**config.mk**
```make
export PLATFORM = sky130hd
export DESIGN_NAME = lex_spec_tokenizer_unit
export DESIGN_NICKNAME = d
export VERILOG_FILES = /design/src/sv/lst_pkg.sv /design/src/sv/lst_front.sv /design/src/sv/lst_queue.sv /design/src/sv/lst_back.sv /design/src/sv/lex_spec_tokenizer_unit.sv
export SDC_FILE = /design/constraint.sdc
export NUM_CORES = 1
export LEC_CHECK = 0
export BUFFER_PORTS_ARGS = -buffer_cell sky130_fd_sc_hd__buf_2
export CELL_PAD_IN_SITES_DETAIL_PLACEMENT = 0
export CELL_PAD_IN_SITES_GLOBAL_PLACEMENT = 1
export CORE_MARGIN = 3
export CORE_UTILIZATION = 30
export DETAILED_ROUTE_END_ITERATION = 16
export GPL_TIMING_DRIVEN = 0
export PLACE_DENSITY = 0.5
export SETUP_SLACK_MARGIN = 0.1
export SLEW_MARGIN = 20
export SYNTH_ARGS = -nofsm -noshare
export SYNTH_HDL_FRONTEND = slang
export SYNTH_HIERARCHICAL = 1
export SYNTH_SLANG_ARGS = --single-unit
```
**constraint.sdc**
```tcl
create_clock -name clk -period 20.3 [get_ports clk]
set_input_delay 0 -clock clk [delete_from_list [all_inputs] [get_ports clk]]
set_output_delay 0 -clock clk [all_outputs]
set_load 0.01 [all_outputs]
```
**src/sv/lst_pkg.sv**
```systemverilog
// Shared types, token kind codes and character constants for the tokenizer.
`default_nettype none

package lst_pkg;

    // Longest identifier or number run before it is split.
    localparam int LST_MAX_LEXEME = 64;
    // Most tokens that one input word can produce.
    localparam int LST_MAXRES     = 3;
    // Entries in the queue between the scanner and the output stage.
    localparam int LST_QDEPTH     = 4;

    localparam int KIND_W  = 6;
    localparam int POS_W   = 32;
    localparam int LEN_W   = 7;
    localparam int CNT_W   = 2;
    localparam int CFGIX_W = 2;

    // Configuration register indexes.
    localparam logic [CFGIX_W-1:0] CFG_SKIP_WS     = 2'd0;
    localparam logic [CFGIX_W-1:0] CFG_SINGLE_CHAR = 2'd1;

    // Token kinds.
    localparam logic [KIND_W-1:0] KIND_UNKNOWN   = 6'd0;
    localparam logic [KIND_W-1:0] KIND_IDENT     = 6'd1;
    localparam logic [KIND_W-1:0] KIND_NUMBER    = 6'd2;
    localparam logic [KIND_W-1:0] KIND_SQUOTE    = 6'd3;
    localparam logic [KIND_W-1:0] KIND_DQUOTE    = 6'd4;
    localparam logic [KIND_W-1:0] KIND_BSLASH    = 6'd5;
    localparam logic [KIND_W-1:0] KIND_SPACE     = 6'd6;
    localparam logic [KIND_W-1:0] KIND_TAB       = 6'd7;
    localparam logic [KIND_W-1:0] KIND_HASH      = 6'd8;
    localparam logic [KIND_W-1:0] KIND_USCORE    = 6'd9;
    localparam logic [KIND_W-1:0] KIND_LBRACKET  = 6'd10;
    localparam logic [KIND_W-1:0] KIND_LBRACE    = 6'd11;
    localparam logic [KIND_W-1:0] KIND_LPAREN    = 6'd12;
    localparam logic [KIND_W-1:0] KIND_RBRACKET  = 6'd13;
    localparam logic [KIND_W-1:0] KIND_RBRACE    = 6'd14;
    localparam logic [KIND_W-1:0] KIND_RPAREN    = 6'd15;
    localparam logic [KIND_W-1:0] KIND_COMMA     = 6'd16;
    localparam logic [KIND_W-1:0] KIND_STAR      = 6'd17;
    localparam logic [KIND_W-1:0] KIND_PLUS      = 6'd18;
    localparam logic [KIND_W-1:0] KIND_MINUS     = 6'd19;
    localparam logic [KIND_W-1:0] KIND_SEMI      = 6'd20;
    localparam logic [KIND_W-1:0] KIND_AMP       = 6'd21;
    localparam logic [KIND_W-1:0] KIND_SLASH     = 6'd22;
    localparam logic [KIND_W-1:0] KIND_PIPE      = 6'd23;
    localparam logic [KIND_W-1:0] KIND_QMARK     = 6'd24;
    localparam logic [KIND_W-1:0] KIND_NUL       = 6'd25;
    localparam logic [KIND_W-1:0] KIND_EQUALS    = 6'd26;
    localparam logic [KIND_W-1:0] KIND_EQUIV     = 6'd27;
    localparam logic [KIND_W-1:0] KIND_PERCENT   = 6'd28;
    localparam logic [KIND_W-1:0] KIND_SECTION   = 6'd29;
    localparam logic [KIND_W-1:0] KIND_OPENSEC   = 6'd30;
    localparam logic [KIND_W-1:0] KIND_CLOSESEC  = 6'd31;
    localparam logic [KIND_W-1:0] KIND_LESS      = 6'd32;
    localparam logic [KIND_W-1:0] KIND_LTE       = 6'd33;
    localparam logic [KIND_W-1:0] KIND_GREAT     = 6'd34;
    localparam logic [KIND_W-1:0] KIND_GTE       = 6'd35;
    localparam logic [KIND_W-1:0] KIND_NOT       = 6'd36;
    localparam logic [KIND_W-1:0] KIND_NOTEQ     = 6'd37;
    localparam logic [KIND_W-1:0] KIND_DOT       = 6'd38;
    localparam logic [KIND_W-1:0] KIND_ELLIPSIS  = 6'd39;
    localparam logic [KIND_W-1:0] KIND_END       = 6'd40;

    // Characters with a role in the scanner.
    localparam logic [7:0] CH_EQ      = 8'h3D;
    localparam logic [7:0] CH_PCT     = 8'h25;
    localparam logic [7:0] CH_LBRACE  = 8'h7B;
    localparam logic [7:0] CH_RBRACE  = 8'h7D;
    localparam logic [7:0] CH_LT      = 8'h3C;
    localparam logic [7:0] CH_GT      = 8'h3E;
    localparam logic [7:0] CH_BANG    = 8'h21;
    localparam logic [7:0] CH_DOT     = 8'h2E;
    localparam logic [7:0] CH_NL      = 8'h0A;
    localparam logic [7:0] CH_SPACE   = 8'h20;
    localparam logic [7:0] CH_TAB     = 8'h09;

    typedef struct packed {
        logic [KIND_W-1:0] kind;
        logic [POS_W-1:0]  start;
        logic [LEN_W-1:0]  len;
    } token_t;

    // All tokens decided by one input word, oldest in slot 0.
    typedef struct packed {
        logic [CNT_W-1:0]                cnt;
        token_t [LST_MAXRES-1:0]         tok;
    } bundle_t;

    function automatic logic [KIND_W-1:0] single_kind(input logic [7:0] c);
        logic [KIND_W-1:0] k;
        case (c)
            8'h27:   k = KIND_SQUOTE;
            8'h22:   k = KIND_DQUOTE;
            8'h5C:   k = KIND_BSLASH;
            8'h20:   k = KIND_SPACE;
            8'h09:   k = KIND_TAB;
            8'h23:   k = KIND_HASH;
            8'h5F:   k = KIND_USCORE;
            8'h5B:   k = KIND_LBRACKET;
            8'h7B:   k = KIND_LBRACE;
            8'h28:   k = KIND_LPAREN;
            8'h5D:   k = KIND_RBRACKET;
            8'h7D:   k = KIND_RBRACE;
            8'h29:   k = KIND_RPAREN;
            8'h2C:   k = KIND_COMMA;
            8'h2A:   k = KIND_STAR;
            8'h2B:   k = KIND_PLUS;
            8'h2D:   k = KIND_MINUS;
            8'h3B:   k = KIND_SEMI;
            8'h26:   k = KIND_AMP;
            8'h2F:   k = KIND_SLASH;
            8'h7C:   k = KIND_PIPE;
            8'h3F:   k = KIND_QMARK;
            8'h00:   k = KIND_NUL;
            default: k = KIND_UNKNOWN;
        endcase
        return k;
    endfunction

endpackage

`default_nettype wire

```
**src/sv/lst_front.sv**
```systemverilog
// Scanner front end: keeps the pending token and turns each input word into a token bundle.
`default_nettype none

module lst_front #(
    parameter int MAX_LEXEME = lst_pkg::LST_MAX_LEXEME
) (
    input  wire logic                         clk,
    input  wire logic                         rst_n,
    input  wire logic                         cfg_we,
    input  wire logic [lst_pkg::CFGIX_W-1:0]  cfg_index,
    input  wire logic                         cfg_data,
    input  wire logic                         in_fire,
    input  wire logic [7:0]                   ch,
    input  wire logic                         end_of_input,
    output logic                              q_push,
    output lst_pkg::bundle_t                  q_data
);
    import lst_pkg::*;

    typedef enum logic [3:0] {
        MODE_IDLE,
        MODE_IDENT,
        MODE_NUMBER,
        MODE_EQ,
        MODE_PCT,
        MODE_LT,
        MODE_GT,
        MODE_BANG,
        MODE_DOT,
        MODE_DOTDOT
    } mode_t;

    mode_t            mode_reg, mode_next;
    logic [POS_W-1:0] start_reg, start_next;
    logic [LEN_W-1:0] len_reg, len_next;
    logic [POS_W-1:0] pos_reg, pos_next;
    logic             skip_ws_reg;
    logic             single_reg;

    logic             is_letter, is_digit, is_ws;
    bundle_t          bnd;
    logic             used;

    function automatic bundle_t add_tok(input bundle_t b, input logic [KIND_W-1:0] k,
                                        input logic [POS_W-1:0] s, input logic [LEN_W-1:0] l);
        bundle_t r;
        r = b;
        if (r.cnt != CNT_W'(LST_MAXRES)) begin
            r.tok[r.cnt].kind  = k;
            r.tok[r.cnt].start = s;
            r.tok[r.cnt].len   = l;
            r.cnt = r.cnt + 1'b1;
        end
        return r;
    endfunction

    assign is_letter = (ch >= 8'h61 && ch <= 8'h7A) || (ch >= 8'h41 && ch <= 8'h5A);
    assign is_digit  = (ch >= 8'h30 && ch <= 8'h39);
    assign is_ws     = (ch == CH_SPACE) || (ch == CH_TAB) || (ch == CH_NL);

    always_comb
    begin
        bnd        = '0;
        used       = 1'b0;
        mode_next  = mode_reg;
        start_next = start_reg;
        len_next   = len_reg;
        pos_next   = pos_reg;

        if (!end_of_input)
        begin
            // Try to extend the pending token with the new character.
            case (mode_reg)
                MODE_IDENT, MODE_NUMBER:
                begin
                    if (!single_reg && (mode_reg == MODE_IDENT ? is_letter : is_digit)
                        && len_reg < LEN_W'(MAX_LEXEME))
                    begin
                        used     = 1'b1;
                        len_next = len_reg + 1'b1;
                    end
                end
                MODE_EQ:
                begin
                    if (ch == CH_EQ)
                    begin
                        used = 1'b1;
                        bnd  = add_tok(bnd, KIND_EQUIV, start_reg, 7'd2);
                    end
                end
                MODE_PCT:
                begin
                    if (ch == CH_PCT)
                    begin
                        used = 1'b1;
                        bnd  = add_tok(bnd, KIND_SECTION, start_reg, 7'd2);
                    end
                    else if (ch == CH_LBRACE)
                    begin
                        used = 1'b1;
                        bnd  = add_tok(bnd, KIND_OPENSEC, start_reg, 7'd2);
                    end
                    else if (ch == CH_RBRACE)
                    begin
                        used = 1'b1;
                        bnd  = add_tok(bnd, KIND_CLOSESEC, start_reg, 7'd2);
                    end
                end
                MODE_LT:
                begin
                    if (ch == CH_EQ)
                    begin
                        used = 1'b1;
                        bnd  = add_tok(bnd, KIND_LTE, start_reg, 7'd2);
                    end
                end
                MODE_GT:
                begin
                    if (ch == CH_EQ)
                    begin
                        used = 1'b1;
                        bnd  = add_tok(bnd, KIND_GTE, start_reg, 7'd2);
                    end
                end
                MODE_BANG:
                begin
                    if (ch == CH_EQ)
                    begin
                        used = 1'b1;
                        bnd  = add_tok(bnd, KIND_NOTEQ, start_reg, 7'd2);
                    end
                end
                MODE_DOT:
                begin
                    if (ch == CH_DOT)
                    begin
                        used      = 1'b1;
                        mode_next = MODE_DOTDOT;
                        len_next  = 7'd2;
                    end
                end
                MODE_DOTDOT:
                begin
                    if (ch == CH_DOT)
                    begin
                        used = 1'b1;
                        bnd  = add_tok(bnd, KIND_ELLIPSIS, start_reg, 7'd3);
                    end
                end
                default:
                begin
                    used = 1'b0;
                end
            endcase
            pos_next = pos_reg + 1'b1;
        end

        if (used)
        begin
            if (bnd.cnt != '0)
            begin
                mode_next = MODE_IDLE;
            end
        end
        else
        begin
            // The pending token cannot grow: emit it.
            case (mode_reg)
                MODE_IDENT:  bnd = add_tok(bnd, KIND_IDENT, start_reg, len_reg);
                MODE_NUMBER: bnd = add_tok(bnd, KIND_NUMBER, start_reg, len_reg);
                MODE_EQ:     bnd = add_tok(bnd, KIND_EQUALS, start_reg, 7'd1);
                MODE_PCT:    bnd = add_tok(bnd, KIND_PERCENT, start_reg, 7'd1);
                MODE_LT:     bnd = add_tok(bnd, KIND_LESS, start_reg, 7'd1);
                MODE_GT:     bnd = add_tok(bnd, KIND_GREAT, start_reg, 7'd1);
                MODE_BANG:   bnd = add_tok(bnd, KIND_NOT, start_reg, 7'd1);
                MODE_DOT:    bnd = add_tok(bnd, KIND_DOT, start_reg, 7'd1);
                MODE_DOTDOT:
                begin
                    bnd = add_tok(bnd, KIND_DOT, start_reg, 7'd1);
                    bnd = add_tok(bnd, KIND_DOT, start_reg + 1'b1, 7'd1);
                end
                default:
                begin
                    bnd = bnd;
                end
            endcase
            mode_next = MODE_IDLE;

            if (end_of_input)
            begin
                bnd = add_tok(bnd, KIND_END, pos_reg, 7'd0);
            end
            else if (!(skip_ws_reg && is_ws))
            begin
                // Scan the new character from a token boundary.
                if (is_letter || is_digit)
                begin
                    if (single_reg)
                    begin
                        bnd = add_tok(bnd, is_letter ? KIND_IDENT : KIND_NUMBER, pos_reg, 7'd1);
                    end
                    else
                    begin
                        mode_next  = is_letter ? MODE_IDENT : MODE_NUMBER;
                        start_next = pos_reg;
                        len_next   = 7'd1;
                    end
                end
                else
                begin
                    case (ch)
                        CH_EQ, CH_PCT, CH_LT, CH_GT, CH_BANG:
                        begin
                            mode_next  = (ch == CH_EQ)  ? MODE_EQ  :
                                         (ch == CH_PCT) ? MODE_PCT :
                                         (ch == CH_LT)  ? MODE_LT  :
                                         (ch == CH_GT)  ? MODE_GT  : MODE_BANG;
                            start_next = pos_reg;
                            len_next   = 7'd1;
                        end
                        CH_DOT:
                        begin
                            if (single_reg)
                            begin
                                bnd = add_tok(bnd, KIND_DOT, pos_reg, 7'd1);
                            end
                            else
                            begin
                                mode_next  = MODE_DOT;
                                start_next = pos_reg;
                                len_next   = 7'd1;
                            end
                        end
                        default:
                        begin
                            bnd = add_tok(bnd, single_kind(ch), pos_reg, 7'd1);
                        end
                    endcase
                end
            end
        end
    end

    assign q_push = in_fire && (bnd.cnt != '0);
    assign q_data = bnd;

    always_ff @(posedge clk or negedge rst_n)
    begin
        if (!rst_n)
        begin
            mode_reg    <= MODE_IDLE;
            start_reg   <= '0;
            len_reg     <= '0;
            pos_reg     <= '0;
            skip_ws_reg <= 1'b1;
            single_reg  <= 1'b0;
        end
        else
        begin
            if (in_fire)
            begin
                mode_reg  <= mode_next;
                start_reg <= start_next;
                len_reg   <= len_next;
                pos_reg   <= pos_next;
            end
            if (cfg_we && cfg_index == CFG_SKIP_WS)
            begin
                skip_ws_reg <= cfg_data;
            end
            if (cfg_we && cfg_index == CFG_SINGLE_CHAR)
            begin
                single_reg <= cfg_data;
            end
        end
    end

    // The end marker always closes the stream and leaves the scanner idle.
    a_end_idle: assert property (@(posedge clk) disable iff (!rst_n)
        in_fire && end_of_input |=> mode_reg == MODE_IDLE)
        else $error("scanner not idle after end marker");

    a_end_emits: assert property (@(posedge clk) disable iff (!rst_n)
        in_fire && end_of_input |-> q_push)
        else $error("end marker produced no token");

    a_run_len: assert property (@(posedge clk) disable iff (!rst_n)
        (mode_reg == MODE_IDENT || mode_reg == MODE_NUMBER)
        |-> (len_reg != '0 && len_reg <= LEN_W'(MAX_LEXEME)))
        else $error("pending run length out of range");

endmodule

`default_nettype wire

```
**src/sv/lst_queue.sv**
```systemverilog
// Small queue of token bundles between the scanner and the output stage.
`default_nettype none

module lst_queue (
    input  wire logic              clk,
    input  wire logic              rst_n,
    input  wire logic              wr_en,
    input  wire lst_pkg::bundle_t  wr_data,
    input  wire logic              rd_en,
    output lst_pkg::bundle_t       rd_data,
    output logic                   full,
    output logic                   not_empty
);
    import lst_pkg::*;

    localparam int PTR_W = $clog2(LST_QDEPTH);
    localparam int CNT_QW = $clog2(LST_QDEPTH + 1);

    bundle_t            mem [LST_QDEPTH];
    logic [PTR_W-1:0]   wr_ptr_reg, rd_ptr_reg;
    logic [CNT_QW-1:0]  count_reg;

    assign full      = count_reg == CNT_QW'(LST_QDEPTH);
    assign not_empty = count_reg != '0;
    assign rd_data   = mem[rd_ptr_reg];

    always_ff @(posedge clk)
    begin
        if (wr_en)
        begin
            mem[wr_ptr_reg] <= wr_data;
        end
    end

    always_ff @(posedge clk or negedge rst_n)
    begin
        if (!rst_n)
        begin
            wr_ptr_reg <= '0;
            rd_ptr_reg <= '0;
            count_reg  <= '0;
        end
        else
        begin
            if (wr_en)
            begin
                wr_ptr_reg <= (wr_ptr_reg == PTR_W'(LST_QDEPTH - 1)) ? '0 : wr_ptr_reg + 1'b1;
            end
            if (rd_en)
            begin
                rd_ptr_reg <= (rd_ptr_reg == PTR_W'(LST_QDEPTH - 1)) ? '0 : rd_ptr_reg + 1'b1;
            end
            case ({wr_en, rd_en})
                2'b10:   count_reg <= count_reg + 1'b1;
                2'b01:   count_reg <= count_reg - 1'b1;
                default: count_reg <= count_reg;
            endcase
        end
    end

endmodule

`default_nettype wire

```
**src/sv/lst_back.sv**
```systemverilog
// Output stage: holds one bundle and hands its tokens out one word at a time.
`default_nettype none

module lst_back (
    input  wire logic                       clk,
    input  wire logic                       rst_n,
    input  wire logic                       q_not_empty,
    input  wire lst_pkg::bundle_t           q_data,
    output logic                            q_pop,
    input  wire logic                       pop,
    output logic                            empty,
    output logic [lst_pkg::KIND_W-1:0]      kind,
    output logic [lst_pkg::POS_W-1:0]       start_pos,
    output logic [lst_pkg::LEN_W-1:0]       length,
    output logic                            is_last
);
    import lst_pkg::*;

    bundle_t          bundle_reg;
    logic [CNT_W-1:0] idx_reg;
    logic             valid_reg;
    logic             pop_fire;

    assign pop_fire  = pop && valid_reg;
    assign is_last   = idx_reg == (bundle_reg.cnt - 1'b1);
    // A new bundle loads when the stage is empty or its last token leaves.
    assign q_pop     = q_not_empty && (!valid_reg || (pop_fire && is_last));
    assign empty     = !valid_reg;
    assign kind      = bundle_reg.tok[idx_reg].kind;
    assign start_pos = bundle_reg.tok[idx_reg].start;
    assign length    = bundle_reg.tok[idx_reg].len;

    always_ff @(posedge clk)
    begin
        if (q_pop)
        begin
            bundle_reg <= q_data;
        end
    end

    always_ff @(posedge clk or negedge rst_n)
    begin
        if (!rst_n)
        begin
            valid_reg <= 1'b0;
            idx_reg   <= '0;
        end
        else if (q_pop)
        begin
            valid_reg <= 1'b1;
            idx_reg   <= '0;
        end
        else if (pop_fire)
        begin
            if (is_last)
            begin
                valid_reg <= 1'b0;
            end
            else
            begin
                idx_reg <= idx_reg + 1'b1;
            end
        end
    end

    a_idx_range: assert property (@(posedge clk) disable iff (!rst_n)
        valid_reg |-> (bundle_reg.cnt != '0 && idx_reg < bundle_reg.cnt))
        else $error("token index outside the held bundle");

    a_more_follow: assert property (@(posedge clk) disable iff (!rst_n)
        pop_fire && !is_last |=> !empty)
        else $error("bundle ended before its last token");

    a_load_gap: assert property (@(posedge clk) disable iff (!rst_n)
        !valid_reg && q_not_empty |=> valid_reg)
        else $error("waiting bundle not loaded");

endmodule

`default_nettype wire

```
**src/sv/lex_spec_tokenizer_unit.sv**
```systemverilog
// Top level of the streaming tokenizer: scanner, bundle queue and output stage.
`default_nettype none

// Streaming tokenizer. One character byte (or an end-of-input marker) is
// pushed per cycle; the scanner decides every token that the word completes
// in the same cycle and places up to three of them as one bundle into a
// four-entry queue. The output stage hands the tokens out oldest first, one
// word per cycle while pop is high, with is_last marking the final token
// caused by an input word. Input is taken every cycle while full is low, so
// a character stream runs at one byte per cycle as long as the consumer keeps
// up; the output port delivers at most one token per cycle, which sets the
// sustained rate when bursts of short tokens appear (for example ".." followed
// by "+" yields three tokens). A token passes through a queue entry and then
// the output bundle register after the completing character is pushed.
// Registers (cfg_index): 0 skip_whitespace (reset 1), 1 single_char_mode
// (reset 0); writes to other indexes are ignored, and the port is always
// ready. Identifier and number runs longer than MAX_LEXEME are split.
module lex_spec_tokenizer_unit #(
    parameter int MAX_LEXEME = lst_pkg::LST_MAX_LEXEME
) (
    input  wire logic                        clk,
    input  wire logic                        rst_n,
    input  wire logic                        cfg_valid,
    output logic                             cfg_ready,
    input  wire logic [lst_pkg::CFGIX_W-1:0] cfg_index,
    input  wire logic                        cfg_data,
    input  wire logic                        push,
    output logic                             full,
    input  wire logic [7:0]                  ch,
    input  wire logic                        end_of_input,
    input  wire logic                        pop,
    output logic                             empty,
    output logic [lst_pkg::KIND_W-1:0]       kind,
    output logic [lst_pkg::POS_W-1:0]        start_pos,
    output logic [lst_pkg::LEN_W-1:0]        length,
    output logic                             is_last
);
    import lst_pkg::*;

    logic    in_fire;
    logic    q_push, q_pop, q_full, q_not_empty;
    bundle_t q_wr_data, q_rd_data;

    assign cfg_ready = 1'b1;
    assign full      = q_full;
    // A word is taken only when the queue can hold whatever it produces.
    assign in_fire   = push && !q_full;

    lst_front #(
        .MAX_LEXEME (MAX_LEXEME)
    ) u_front (
        .clk          (clk),
        .rst_n        (rst_n),
        .cfg_we       (cfg_valid && cfg_ready),
        .cfg_index    (cfg_index),
        .cfg_data     (cfg_data),
        .in_fire      (in_fire),
        .ch           (ch),
        .end_of_input (end_of_input),
        .q_push       (q_push),
        .q_data       (q_wr_data)
    );

    lst_queue u_queue (
        .clk       (clk),
        .rst_n     (rst_n),
        .wr_en     (q_push),
        .wr_data   (q_wr_data),
        .rd_en     (q_pop),
        .rd_data   (q_rd_data),
        .full      (q_full),
        .not_empty (q_not_empty)
    );

    lst_back u_back (
        .clk         (clk),
        .rst_n       (rst_n),
        .q_not_empty (q_not_empty),
        .q_data      (q_rd_data),
        .q_pop       (q_pop),
        .pop         (pop),
        .empty       (empty),
        .kind        (kind),
        .start_pos   (start_pos),
        .length      (length),
        .is_last     (is_last)
    );

endmodule

`default_nettype wire
```
==> impl_metrics.toml <==
[status]
outcome = "complete, no violations"

[critical_path]
critical_path_buf_inv_count = 5
r2r_end = "u_queue/mem[1][54]"
r2r_setup_slack_ns = 15.02
crit_required_ns = 20.61
path_cells = "buf_2, or2_2, buf_2, nor2_1, o21ai_1, a21o_1, buf_4, nand2_1, o211ai_1, a31oi_1, o21a_1, and2_4, buf_16, buf_16"
cp-start-kind = "flip-flop"
endpoint_kind = "flip-flop"
r2r_cells = 14
arrival_ns = 5.59
cpPeakStageDelay_ns = 0.60
cp_max_fo = 39
cp_top_family = "compound AO/OA/AOI/OAI gates"
path_class = "flip-flop to flip-flop"
r2r-start = "u_front/mode_reg[2]"
cpMaxStageDelayCell = "and2_4"

[min_path]
hold_path_class = "input port to flip-flop"
whs_path_depth = 4
min_to = "u_front/mode_reg[1]"
min_from = "ch[7]"

[timing]
setup_viol_count_final = 0
fin_crit_sh = 0.260
tightest_slew_ns = 1.14
finClkSkew_ns = 0.0378
rsz0062_at_grt = "false"
fin_crit_ns = 5.28
hold_viol = 0
tns_ns = 0
fmax_ghz = 0.189
hold-worst-slack_ns = 0.135
fin_ws_ns = 15.02
finalMaxSlewViolations = 0
slew_headroom = 0.232

[cells_and_area]
layout_common_cells = "edfxtp_1, nand2_1, mux4_2"
largest_register_ff_count = 548
fin_area_um2 = 39300
drive_gt1_frac = 0.206
final_common_cell = "edfxtp_1"
area.growth.synth_to_final_pct = 17.9
final_cells = 3875
final_nets = 2353
antennaDiodeCount = 0

[power]
seqPwrFrac = 0.413
p_sw_mw = 1.65
powerDensity_nw_per_um2 = 136
comb_power_share = 0.282
internal-power_mw = 3.71
vdd_drop_max_v = 0.0000597
clkPwrFrac = 0.304
p_leak_nw = 13.5
switching_share = 0.308

[place]
place_ws_ns = 15.02
io_buffers = 60
gp_congestion = 0.892
dp_hpwl_um = 68100
dp_cells = 3700
placed_cell_area_um2 = 36300

[clocking]
cts_tree = "yes"
path_clk_slew_ns = 0.06
cts_root_buf = "clkbuf_16"
clkLatencyLatePin_ns = 0.66
cts_buffers = 89
cts_setup_buffers = 0
clock_sinks = 772
htree_levels = 3
clock_path_buffers = 3

[routing]
first_iter_violations = 1844
route.detailed.drc = 0
vias_per_cell = 5.11
wl_per_cell_um = 25.8
drt_first_pass_iters = 6
num_vias = 19800
routed_wl_um = 100000
drtAntennaViolNets = 0

[synth]
ys_types = 98
synth-seq-area-share = 0.681
synth-seq-cells = 772
netlist_instances = 2129
synth_area_um2 = 33400
syn_avg_cell_area_um2 = 15.7
ys_async_sr_fraction = 0.113
synth_edf_count = 685
synthFlopType = "edfxtp_1"
ys_warn_count = 6

[global_route]
grt_pass1_vias = 20300
grt_max_degree = 69
grt_busiest_layer = "met2"
antenna_found_initial = 0
gr-usage-met2 = 0.285
grt_pass1_wl_um = 146000
grt_use_met1 = 0.237
grt_remaining_overflow = 0
grt_use_met3 = 0.0275
track_usage = 0.172

[die]
die_w_um = 340
fp-row-count = 121
core_region_area_um2 = 110000
start_util = 0.305
dieArea_um2 = 115000
io_pins = 66
die_h_um = 340

[run]
maxCapViolCount = 0
## how the worst max path moves through the flow
stage / from / endpoint / slack [ns] / cells past startpoint
after floorplan: u_queue/count_reg[0] / u_queue/count_reg[1] / 10.35 / 7
after global placement: u_back/idx_reg[0] / u_queue/count_reg[1] / 3.35 / 7
after detailed placement: u_front/mode_reg[2] / u_queue/mem[1][96] / 15.02 / 14
after CTS: u_front/mode_reg[2] / u_queue/mem[1][54] / 14.98 / 14
after global routing: u_front/mode_reg[2] / u_queue/mem[0][9] / 14.76 / 14
final: u_front/mode_reg[2] / u_queue/mem[1][54] / 15.02 / 14
## worst register-to-register path, cell delays in order (launching register included)
cell and delay, ns:
dfrtp_1 0.38, buf_2 0.18, or2_2 0.28, buf_2 0.19, nor2_1 0.51, o21ai_1 0.45, a21o_1 0.32, buf_4 0.21
nand2_1 0.16, o211ai_1 0.16, a31oi_1 0.47, o21a_1 0.34, and2_4 0.61, buf_16 0.31, buf_16 0.33
## synth_stat cells (45+ instances only)
library cell | n | area share
a21oi_1 | 69 | 0.010
buf_2 | 45 | 0.0067
clkbuf_1 | 60 | 0.0067
dfrtp_1 | 86 | 0.064
edfxtp_1 | 685 | 0.62
mux2i_1 | 46 | 0.014
mux4_2 | 137 | 0.092
nand2_1 | 166 | 0.019
nand3_1 | 46 | 0.0069
nor2_1 | 116 | 0.013
o21ai_0 | 68 | 0.010
o21ai_1 | 51 | 0.0076
xnor2_1 | 48 | 0.013
## power by group through the flow
stage                     combinational, mW  sequential (mW)  clock, mW
after global routing                   1.63             2.24       1.74
after global placement                 1.46             2.37          0
after floorplan                       0.906             2.27          0
after detailed placement               1.56             2.25          0
after CTS                              1.57             2.22       1.68
final                                  1.51             2.21       1.63
## cell families after synthesis
family,share of synthesized area
AOI/OAI and AO/OA,0.0708
xor gates and xnor gates,0.0170
adders and majority gates,0.00502
buffers and inverters,0.0282
DFF,0.681
muxes,0.120
other,0.000225
and+or+nand+nor,0.0769
## per-stage QoR
| step | util | total power, mW |
|---|---|---|
| 3_3_place_gp | 0.325 | 3.83 |
| 6_report | 0.359 | 5.35 |
| 3_5_place_dp | 0.331 | 3.81 |
| 2_1_floorplan | - | 3.18 |
| 4_1_cts | 0.359 | 5.46 |
| 5_1_grt | 0.359 | 5.61 |
## area by class of cell
cell class	instances	area, µm²
Multi-Input combinational cell	1192	9800
Clock buffer	122	2510
Tap cell	1476	1850
Buffer	151	848
Sequential cell	772	22700
Fill cell	10500	70300
Clock inverter	44	485
Timing Repair Buffer	93	1020
Inverter	25	93.8
## per-layer routing
metal  vias up  share of wire
li1       8762              -
met1     10400           0.45
met2       509           0.49
met3       110          0.045
met4         0          0.019
met5         -              0
## repair_timing
action,4_1_cts,5_1_grt
gates resized for setup,0,0
hold endpoints to repair,98,0
hold buffers,9,0
(Power assumes the default switching activity.)
